### config.mk
export PLATFORM = sky130hd
export DESIGN_NAME = lpu_front
export DESIGN_NICKNAME = d
export VERILOG_FILES = /design/src/rtl/lpu_pkg.sv /design/src/rtl/lpu_front.sv
export SDC_FILE = /design/constraint.sdc
export NUM_CORES = 1
export LEC_CHECK = 0
export ABC_AREA = 1
export BUFFER_PORTS_ARGS = -buffer_cell sky130_fd_sc_hd__clkbuf_2
export CAP_MARGIN = 30
export CORE_MARGIN = 2
export CORE_UTILIZATION = 50
export CTS_BUF_LIST = sky130_fd_sc_hd__clkbuf_8
export DETAILED_ROUTE_END_ITERATION = 7
export PLACE_DENSITY = 0.86
export SLEW_MARGIN = 20
export SYNTH_ARGS = -nofsm -noshare
export SYNTH_HDL_FRONTEND = slang
export SYNTH_SLANG_ARGS = --single-unit
### constraint.sdc
create_clock -name clock -period 5.9 [get_ports clock]
set_input_delay 0 -clock clock [delete_from_list [all_inputs] [get_ports clock]]
set_output_delay 0 -clock clock [all_outputs]
set_load 0.02 [all_outputs]
### src/rtl/lpu_pkg.sv
`timescale 1ns / 1ps
// ----------------------------------------------------------------------------
// LMS parameter update package
// Shared types, constants and fixed-point helpers.
// ----------------------------------------------------------------------------
package lpu_pkg;
   localparam int PARAM_COUNT_DEF = 128;
   localparam int FRAC_BITS_DEF   = 16;
   localparam int MASS_STRIDE     = 4;
   localparam int QUEUE_DEPTH     = 2;

   typedef enum logic [1:0] {
      OP_LOAD = 2'd0,
      OP_PHI  = 2'd1,
      OP_READ = 2'd2,
      OP_NONE = 2'd3
   } op_type;

   typedef enum logic [1:0] {
      CSR_LEARNING_RATE = 2'd0,
      CSR_MASS_WEIGHT   = 2'd1,
      CSR_THRESHOLD     = 2'd2,
      CSR_IDEAL_MASS    = 2'd3
   } csr_type;

   typedef enum logic [3:0] {
      ST_IDLE,
      ST_RD_WAIT,
      ST_RD_OUT,
      ST_PHI_WAIT,
      ST_PHI_MUL,
      ST_PHI_ACC,
      ST_ROW_END,
      ST_ERR_MUL,
      ST_ERR_SUM,
      ST_UPD_READ,
      ST_UPD_WAIT,
      ST_UPD_P,
      ST_UPD_STEP,
      ST_UPD_WRITE,
      ST_RESULT
   } state_type;

   typedef struct packed {
      op_type      operation;
      logic [6:0]  index;
      logic [31:0] value;
      logic        last;
   } item_type;

   function automatic logic [31:0] sat32(input logic signed [66:0] x);
      logic [31:0] r;
      if (x > 67'sh0_7FFF_FFFF) begin
         r = 32'h7FFF_FFFF;
      end else if (x < -67'sh0_8000_0000) begin
         r = 32'h8000_0000;
      end else begin
         r = x[31:0];
      end
      return r;
   endfunction
endpackage

### src/rtl/lpu_front.sv
`timescale 1ns / 1ps
// ----------------------------------------------------------------------------
// LMS front end
// Accepts request beats, drops meaningless ones and queues the rest.
// ----------------------------------------------------------------------------
module lpu_front (
   input  logic              clock,
   input  logic              reset,
   input  logic              req_valid,
   output logic              req_ready,
   input  lpu_pkg::item_type req_item,
   output logic              q_valid,
   input  logic              q_pop,
   output lpu_pkg::item_type q_item
);
   import lpu_pkg::*;

   item_type   slot_ff [QUEUE_DEPTH];
   logic [1:0] count_ff, count_in;
   logic       rd_ptr_ff, rd_ptr_in, wr_ptr_ff, wr_ptr_in;
   logic       push;

   assign req_ready = (count_ff != 2'(QUEUE_DEPTH));
   assign push      = req_valid && req_ready && (req_item.operation != OP_NONE);
   assign q_valid   = (count_ff != 2'd0);
   assign q_item    = slot_ff[rd_ptr_ff];

   always_comb begin
      count_in  = count_ff + 2'(push) - 2'(q_pop);
      wr_ptr_in = wr_ptr_ff ^ push;
      rd_ptr_in = rd_ptr_ff ^ q_pop;
   end

   always_ff @(posedge clock) begin
      if (reset) begin
         count_ff  <= '0;
         rd_ptr_ff <= 1'b0;
         wr_ptr_ff <= 1'b0;
      end else begin
         count_ff  <= count_in;
         rd_ptr_ff <= rd_ptr_in;
         wr_ptr_ff <= wr_ptr_in;
      end
      if (push) begin
         slot_ff[wr_ptr_ff] <= req_item;
      end
   end
endmodule

==> summary.txt <==
Outcome
  – Status: completed

Yosys
  – Synthesized Nets: 209
  – Main combinational cell family by area after synthesis: multiplexers
  – Mux cell area share after synthesis: 0.1799
  – Complex-gate fraction of the synthesized area: 0.001454
  – Distinct cells, synth: 13
  – Xor and xnor area share after synthesis: 0.005089
  – Mean Syn Cell Area: 21.38 um^2
  – Post-synthesis sequential area ratio: 0.7561
  – Cell Area, Synth: 3442 um^2
  – Synth Area in Simple Gates: 0.01599
  – Synthesized-area fraction occupied by adder cells: 0.007270
  – Seq cells post-synth: 88
  – Cells after Synth: 161
  – Synth warnings: 0

Final layout
  – Post-layout util: 0.6812
  – Area Overhead vs Synth: 32.97%
  – N_diodes: 0
  – Most frequent cells in the layout: 89 x clkbuf_2, 84 x edfxtp_1, 45 x dlygate4sd3_1
  – FILL cells: 454
  – # nets final: 352
  – Layout cells sized above 1: 0.4919
  – Most common cell after layout, fill and taps aside: clkbuf_2

Detailed routing
  – Drt wl/cell: 14.60 um
  – Via Count: 1832
  – DR vias/cell: 4.710
  – Antenna-violating nets left: 0
  – TritonRoute pass-1 iters: 5
  – # DRC: 0
  – DRT iter0 DRCs: 86
  – Overall routed net length: 5.678 mm

Setup path
  – R2R setup slack: 3.70 ns
  – Crit path kind: flop to primary output
  – Worst EP arrival: 2.21 ns
  – R2R depth: 4
  – Max FO, Critical Path: 23
  – Worst setup EP type: primary output
  – Startpoint class of the critical path: flop
  – Critical Path RT: 5.90 ns

Hold path
  – Hold path cells: 5
  – Hold Path Class: input pin to flop

Clocking
  – Clock sink total: 88
  – Reg clk slew, reported paths: 0.08 ns
  – CTS buffer count: 9
  – Htree depth: 3
  – Clock latency at the later pin of the worst-skew pair: 0.34 ns
  – Clock buffer depth: 2
  – CTS tree: built
  – Clock root cell: clkbuf_8
  – CTS resizes: 0

Global route
  – First-pass GRT wire length: 8.631 mm
  – Largest net degree at the start of global routing: 43
  – Initial antenna violation count: 0
  – GRT overflow: 0
  – Vias in the first global route: 1911
  – GRT Util Overall: 0.1546

STA
  – Hold Vio Cnt, Final: 0
  – Setup-failing EPs final: 0
  – RSZ-0062 raised after global routing: false
  – Fin. max-slew vios: 0
  – Relative slew slack: 0.5030
  – Worst Skew: 0.009940 ns
  – Fin crit share: 0.3746
  – Crit path time final: 2.210 ns
  – TNS Setup: 0 ns
  – Peak Freq: 452.5 MHz
  – Slew @ Worst Pin: 0.7454 ns

Floorplanning
  – Die ar.: 7564 um^2
  – Die Wd: 86.97 um
  – Die H: 86.97 um
  – Core Box Area: 6719 um^2
  – Initial Utilization: 0.5123
  – Std-Cell Rows: 30
  – I/O pin count: 90

Job
  – Total of max-cap violations: 0

Place
  – GPL Wtd Cong: 0.6666
  – DP HPWL: 3.573 mm
  – IO buf count: 89

Power and ir drop
  – P_leak: 1.860 nW
  – Pwr dens: 300.0 nW/um^2
  – Max VDD drop: 0.0001781 V
flip-flops by register name, summed over array words and instances, names as in the netlist:
name	count
slot_ff	84
count_ff	2
rd_ptr_ff	1
wr_ptr_ff	1
synthesized netlist by cell type, drive strengths merged:
cell	instances	area (um^2)
nand3	2	10.01
inv	7	26.28
xnor2	2	17.52
a21oi	1	5.000
nor2	5	18.77
buf	5	91.34
mux2	42	619.3
ha	2	25.02
nand2	7	26.28
dfxtp	4	80.08
edfxtp	84	2522
cell type report:
type,count,area [um^2],area share
Clock buffer,9,123.9,0.02706
Clock inverter,7,47.55,0.01039
Inverter,7,26.28,0.005741
Multi-Input combinational cell,61,732.0,0.1599
Sequential cell,88,2604,0.5689
Tap cell,80,100.1,0.02187
Timing Repair Buffer,137,943.4,0.2061
layer usage:
metal,share of wire,global-route usage,vias up
li1,-,-,899
met1,0.43,0.1838,859
met2,0.50,0.2637,64
met3,0.049,0.04550,10
met4,0.018,0.06250,0
met5,0,0,-
worst paths after layout:
path | endpoint | from
worst min register to register | count_ff[0]$_SDFF_PP0_ | count_ff[0]$_SDFF_PP0_
worst max-delay path | q_item[41] | rd_ptr_ff$_SDFF_PP0_
worst min-delay path | count_ff[1]$_SDFF_PP0_ | req_valid
worst max register to register | rd_ptr_ff$_SDFF_PP0_ | rd_ptr_ff$_SDFF_PP0_
kinds of logic (layout without fill, tap and decap cells):
family | after synthesis | after routing
flip-flops | 88 | 88
multiplexers | 42 | 42
AND/OR/NAND/NOR | 14 | 14
buffers and inverters | 12 | 160
adder cells (fa/ha/maj) | 2 | 2
XOR/XNOR | 2 | 2
AO/OA/AOI/OAI | 1 | 1
stage by stage:
stage,power [mW],hold slack [ns],instances,cell area [um^2],setup slack (ns)
after floorplan,0.9383,0.06669,161,3442,2.921
after global placement,0.9945,0.1909,326,3915,3.904
after detailed placement,1.005,0.1926,327,3935,3.790
after CTS,1.384,0.1829,388,4557,3.671
after global routing,1.436,0.2014,389,4577,3.573
final,1.373,0.2021,389,4577,3.690
power breakdown:
| part | switching [mW] | total (mW) | internal, mW |
|---|---|---|---|
| Sequential | 0.0206 | 0.759 | 0.739 |
| Clock | 0.206 | 0.359 | 0.153 |
| Combinational | 0.130 | 0.255 | 0.125 |
| Total | 0.357 | 1.37 | 1.02 |
timing repair:
| item | in CTS | in global routing |
|---|---|---|
| hold buffers | 45 | 0 |
| setup buffers | 0 | 0 |
| hold endpoints to repair | 88 | 0 |
critical path: stages, from the launching register on:
cell and delay (ns):
dfxtp_2 0.81, buf_4 0.48, mux2_2 0.38, clkbuf_2 0.16
Power figures use the tool's default switching activity.
